<file path="config.mk">
export PLATFORM = sky130hd
export DESIGN_NAME = rri_div_cell
export DESIGN_NICKNAME = d
export VERILOG_FILES = /design/src/sv/rri_pkg.sv /design/src/sv/rri_div_cell.sv
export SDC_FILE = /design/constraint.sdc
export NUM_CORES = 1
export LEC_CHECK = 0
export ABC_AREA = 0
export BUFFER_PORTS_ARGS = -buffer_cell sky130_fd_sc_hd__buf_2
export CAP_MARGIN = 25
export CORE_AREA = 2 2 304 306
export CTS_CLUSTER_DIAMETER = 40
export DETAILED_ROUTE_END_ITERATION = 16
export DIE_AREA = 0 0 306 308
export GPL_TIMING_DRIVEN = 0
export PLACE_DENSITY = 0.46
export SYNTH_ARGS = -nofsm -noshare
export SYNTH_HDL_FRONTEND = slang
export SYNTH_SLANG_ARGS = --single-unit
</file>
<file path="constraint.sdc">
create_clock -name clk_i -period 0.84 [get_ports clk_i]
set_input_delay 0.126 -clock clk_i [delete_from_list [all_inputs] [get_ports clk_i]]
set_output_delay 0.126 -clock clk_i [all_outputs]
set_load 0.01 [all_outputs]
</file>
<file path="src/sv/rri_pkg.sv">
package rri_pkg;

  // epsilon on t, in Q16.16 units
  localparam logic [31:0] T_EPSILON = 32'd66;

  // quotient bits produced by the divider chain
  localparam int unsigned QuotW = 32;

  // configuration register indexes
  localparam int unsigned CfgIdxW = 2;
  localparam int unsigned CfgDataW = 63;
  localparam logic [CfgIdxW-1:0] CFG_CORNER = 2'd0;
  localparam logic [CfgIdxW-1:0] CFG_SIDE_ONE = 2'd1;
  localparam logic [CfgIdxW-1:0] CFG_SIDE_TWO = 2'd2;

  // packed vector, x in the lowest bits
  typedef struct packed {
    logic signed [20:0] z;
    logic signed [20:0] y;
    logic signed [20:0] x;
  } vec3_t;

  // ray data that rides along with the division
  typedef struct packed {
    logic signed [20:0] dx;
    logic signed [20:0] dy;
    logic signed [20:0] dz;
    logic signed [21:0] ex;
    logic signed [21:0] ey;
    logic signed [21:0] ez;
    logic [31:0]        tlo;
    logic [31:0]        thi;
  } side_t;

  // state handed from one divider cell to the next
  typedef struct packed {
    logic              valid;
    logic              miss;
    logic [63:0]       rem;
    logic [QuotW-1:0]  pend;
    logic [QuotW-1:0]  quot;
    logic [63:0]       dmag;
    side_t             side;
  } div_t;

endpackage

</file>
<file path="src/sv/rri_div_cell.sv">
module rri_div_cell (
  input  logic           clk_i,
  input  logic           rst_ni,
  input  logic           en_i,
  input  rri_pkg::div_t  cell_i,
  output rri_pkg::div_t  cell_o
);
  import rri_pkg::*;

  logic [64:0] trial;
  logic [64:0] diff;
  logic        ge;
  div_t        cell_d, cell_q;

  // shift in the next dividend bit and try a subtract
  assign trial = {cell_i.rem, cell_i.pend[QuotW-1]};
  assign diff  = trial - {1'b0, cell_i.dmag};
  assign ge    = trial >= {1'b0, cell_i.dmag};

  always_comb begin
    cell_d      = cell_i;
    cell_d.rem  = ge ? diff[63:0] : trial[63:0];
    cell_d.pend = {cell_i.pend[QuotW-2:0], 1'b0};
    cell_d.quot = {cell_i.quot[QuotW-2:0], ge};
  end

  always_ff @(posedge clk_i or negedge rst_ni) begin
    if (!rst_ni) begin
      cell_q <= '0;
    end else if (en_i) begin
      cell_q <= cell_d;
    end
  end

  assign cell_o = cell_q;

endmodule

</file>
### Word-level counts from Yosys, hierarchy flattened

Index checks and enable logic that the tools add are counted.

| storage, ports and cells | value |
|---|---|
| word-level logic and storage cells | 17 |
| input port bits | 390 |
| bits in registers | 386 |

| operators by class | value |
|---|---|
| mux-type cells | 1 |
| order comparisons | 1 |
| $add $sub $neg | 1 |

Operators with widths:

| cell | count |
|---|---|
| >= comparator 65 x 64 -> 1 bit | 1 |
| two-way mux 64 bit | 1 |
| subtractor 64 bit | 1 |

### Depth between registers and ports, before layout

| logic depth | value |
|---|---|
| depth in word-level cells | 2 |
| gate-level depth with buffers | 15 |
| mapped depth without buffers | 13 |

### Worst setup path before layout

No wires, ideal clock.

| path | value |
|---|---|
| kind | input -> register |
| from | input cell_i[219] (netlist bit) |
| to | register cell_q (netlist bit cell_o[341]) |
| setup slack | -1.835 ns |
| data arrival time | 2.538 ns |
| setup time | 0.137 ns |
| cell stages on the path | 15 |
| path buffers | 3 |
| path through | inv_1 -> ha_1 -> buf_2 -> a21oi_1 -> o21bai_1 -> a21oi_1 -> o311ai_0 -> nor3_2 -> o31ai_4 -> a31oi_2 -> o21ai_4 -> buf_6 -> buf_6 -> mux2i_1 -> a21oi_1 |

| on the way | value |
|---|---|
| cells in the longest elaborated chain, start to end | 2 |

RTL lines:

| what | RTL line | RTL |
|---|---|---|
| start: declaration | rri_div_cell.sv:5 | `input rri_pkg::div_t cell_i,` |
| >= comparator 65 x 64 -> 1 bit | rri_div_cell.sv:18 | `assign ge = trial >= {1'b0, cell_i.dmag};` |
| two-way mux 64 bit | rri_div_cell.sv:22 | `cell_d.rem = ge ? diff[63:0] : trial[63:0];` |
| end signal: assignment | rri_div_cell.sv:31 | `cell_q <= cell_d;` |
| end: declaration | rri_div_cell.sv:13 | `div_t cell_d, cell_q;` |

Every way passes these cells.
A chain may end at the register's enable or synchronous reset.

### Worst setup path after layout

| path | value |
|---|---|
| from | input cell_i[320] (netlist bit) |
| to | register cell_q (netlist bit cell_o[383]) |

| on the way | value |
|---|---|
| cells in the longest elaborated chain, start to end | 2 |

RTL lines:

| what | RTL line |
|---|---|
| subtractor 64 bit / >= comparator 65 x 64 -> 1 bit (equally long branches) | rri_div_cell.sv:17, rri_div_cell.sv:18 |
| two-way mux 64 bit (*) | rri_div_cell.sv:22 |

Every way passes the cells marked *; elsewhere a longest branch is shown, timed or not.

==> flow_metrics.env <==
export IMPL_p_leak_nw=16.7
export IMPL_grt_max_degree=111
export IMPL_cts_path_max_buffers=3
export IMPL_rsz0062_at_grt="yes"
export IMPL_core_area_mm2=0.0910
export IMPL_synthTopCellsByCount="dfrtp_1, mux2_2, a21oi_1, nor2_1, inv_1"
export IMPL_start_kind="input port"
export IMPL_setup_violations=481
export IMPL_ir_drop_v=0.00227
export IMPL_clock_sinks=386
export IMPL_power_density_mw_per_mm2=2190
export IMPL_drtPass1Iterations=5
export IMPL_dpl_hpwl_um=68300
export IMPL_synthXorXnorAreaFrac_pct=2.68
export IMPL_reg2reg_slack_ps=10
export IMPL_synthTopCellsByArea="dfrtp_1, mux2_2, ha_1"
export IMPL_syn_area_mm2=0.0189
export IMPL_grt_use_total_pct=18.5
export IMPL_reg2reg_depth=2
export IMPL_synth_distinct_cells=69
export IMPL_worstSetupPathType="input port to flop"
export IMPL_initial_utilization_pct=20.8
export IMPL_cp_top_family="compound AO/OA/AOI/OAI gates"
export IMPL_dieWidth_um=306
export IMPL_wl_per_cell_um=21.9
export IMPL_route_detailed_drc=0
export IMPL_crit_path_max_incr_delay_ps=410
export IMPL_crit_buf_inv=2
export IMPL_port_buffers=773
export IMPL_cts_tree="done"
export IMPL_antenna_found_initial=20
export IMPL_synth_warnings=0
export IMPL_overflow=0
export IMPL_placed_cell_area_mm2=0.0263
export IMPL_fp_dieH_um=308
export IMPL_max_freq_mhz=402
export IMPL_violations="negative hold slack, negative setup slack"
export IMPL_worstReg2RegEnd="cell_o[384]"
export IMPL_synth_top_area_share_pct=51.0
export IMPL_synth_fp_nets=2051
export IMPL_outcome="finished, violations left"
export IMPL_maxCapViolCount=0
export IMPL_p_int_mw=54.2
export IMPL_routabilityCongestion=0.871
export IMPL_worst_ep_arrival_time_ps=2980
export IMPL_design_area_mm2=0.0348
export IMPL_switching_share_pct=28.9
export IMPL_synth_flop_cell="dfrtp_1"
export IMPL_synth_area_per_cell_um2=11.9
export IMPL_slowest_stage="a211oi_2"
export IMPL_numCtsBuffers=87
export IMPL_hold_worst_slack_ps=-532
export IMPL_synthAdderAreaFrac_pct=4.33
export IMPL_wirelength_um=90900
export IMPL_cp_max_fo=4
export IMPL_r2r_start="cell_o[384]"
export IMPL_setup_tns_ps=-277340
export IMPL_yosys_area_top_type="dfrtp_1"
export IMPL_largest_register_ffs=386
export IMPL_synth_seq_cells=386
export IMPL_cts_clk_slew_worst_paths_ps=50
export IMPL_muxShareOfSynthArea_pct=22.0
export IMPL_end_kind="flop"
export IMPL_drt_iter0_drc=863
export IMPL_hold_path_class="input port to asynchronous set/reset pin"
export IMPL_maxSlewHeadroom_pct=36.0
export IMPL_tightest_slew_ps=959
export IMPL_async_flop_share_pct=100
export IMPL_n_fill_cell=8845
export IMPL_clock_latency_ps=650
export IMPL_syn2layout_area_growth_pct=83.8
export IMPL_drive_above_1_share_pct=49.6
export IMPL_fin_cells=4149
export IMPL_dp_cells=3558
export IMPL_worstPathCellList="buf_8, inv_12, ha_4, fa_2, nor2b_2, o211ai_1, a211oi_2, nor3_4, a31o_4, o31a_1, o21a_1, o21a_1, o211ai_1, o21ai_1"
export IMPL_post_route_min_period_ps=2490
export IMPL_synthSimpleGateAreaFrac_pct=6.02
export IMPL_grt_pass1_wl_um=130000
export IMPL_syn_inst=1596
export IMPL_timing_final_ws_setup_ps=-1650
export IMPL_p_seq_share_pct=28.9
export IMPL_period_share_pct=296
export IMPL_first_global_vias=19600
export IMPL_num_io_pins=777
export IMPL_multiInputGateArea_mm2=0.0102
export IMPL_synth_compound_area_share_pct=10.4
export IMPL_rows=111
export IMPL_nNetsFinal=3342
export IMPL_viasPerCell=4.33
export IMPL_synth_edff_count=0
export IMPL_critical_path_required_ps=1340
export IMPL_yosysMostFrequentCell="dfrtp_1"
export IMPL_root_buffer="clkbuf_16"
export IMPL_htree_levels=3
export IMPL_dieArea_mm2=0.0942
export IMPL_synth_top_family_by_area="multiplexers"
export IMPL_yosysSeqAreaShare_pct=51.0
export IMPL_clkPwrFrac_pct=48.4
export IMPL_p_comb_share_pct=22.6
export IMPL_finalMaxSlewViolations=0
export IMPL_clock_skew_ps=0
export IMPL_power_mw=76.3
export IMPL_via_count=18000
export IMPL_ant_nets=0
export IMPL_final_seq_area_mm2=0.00966
export IMPL_hold_viol=101
export IMPL_p_switching_mw=22.1
-- layout by cell type, fill, tap and decap left out, types with 35 or more instances in the layout --
| cell type | count |
|---|---|
| ha_1 | 35 |
| nand2_1 | 53 |
| buf_6 | 63 |
| mux2_4 | 209 |
| a21o_1 | 39 |
| mux2i_1 | 51 |
| nor2_1 | 83 |
| clkbuf_16 | 127 |
| buf_4 | 35 |
| mux2_2 | 114 |
| dlygate4sd3_1 | 387 |
| a21oi_1 | 107 |
| buf_2 | 715 |
| dfrtp_1 | 386 |
| inv_1 | 71 |
-- metrics by stage --
step | utilization (%) | setup slack (ps)
final | 38.3 | -1650
after global routing | 38.3 | -1720
after CTS | 37.6 | -1630
after detailed placement | 28.9 | -2970
after global placement | 28.8 | -8390
after floorplan | - | -1670
-- repair_timing --
action,in CTS,in global routing
hold buffers,382,5
endpoints found under the setup margin,545,545
buffers inserted,24,18
gates cloned,3,4
hold endpoints to repair,466,85
pin swaps,28,60
gates resized for setup,142,83
-- worst max-delay path by stage --
| stage | slack [ps] | start | cells past startpoint | to |
|---|---|---|---|---|
| 2_1_floorplan | -1670 | cell_i[205] | 15 | cell_o[341] |
| 3_3_place_gp | -8390 | rst_ni | 1 | cell_o[191] |
| 3_5_place_dp | -2970 | cell_i[197] | 15 | cell_o[368] |
| 4_1_cts | -1630 | cell_i[219] | 18 | cell_o[322] |
| 5_1_grt | -1720 | cell_i[219] | 19 | cell_o[376] |
| 6_report | -1650 | cell_i[320] | 14 | cell_o[383] |
-- routing by layer --
| layer | part of all wire, % | track usage, % |
|---|---|---|
| met1 | 38 | 20.2 |
| met2 | 50 | 32.1 |
| met3 | 7.2 | 6.23 |
| met4 | 5.2 | 9.31 |
| met5 | 0.13 | 0 |
-- layout make-up --
cell class	count	area share (%)
timing repair buffer	1209	25.0
buffer	79	3.51
clock inverter	57	2.57
clock buffer	102	6.64
antenna	6	0.0431
inverter	82	0.970
tap	1186	4.26
multi-input combinational	1042	29.2
sequential	386	27.7
-- power groups by stage --
stage	Sequential [mW]	Clock, mW	Combinational (mW)
3_3_place_gp	22.2	0	14.4
5_1_grt	22.3	38.8	18.5
2_1_floorplan	23.2	0	6.93
6_report	22.1	37.0	17.3
3_5_place_dp	22.2	0	14.5
4_1_cts	22.0	37.8	16.9
-- kinds of logic (layout without fill, tap and decap cells) --
group                      after synthesis  count (layout)
and+or+nand+nor                        237             237
DFF                                    386             386
buffers and inverters                  168            1529
AOI/OAI and AO/OA                      305             305
xor gates and xnor gates                58              58
adders and majority gates               65              65
muxes                                  376             376
other                                    1               7
Power figures use the tool's default switching activity.
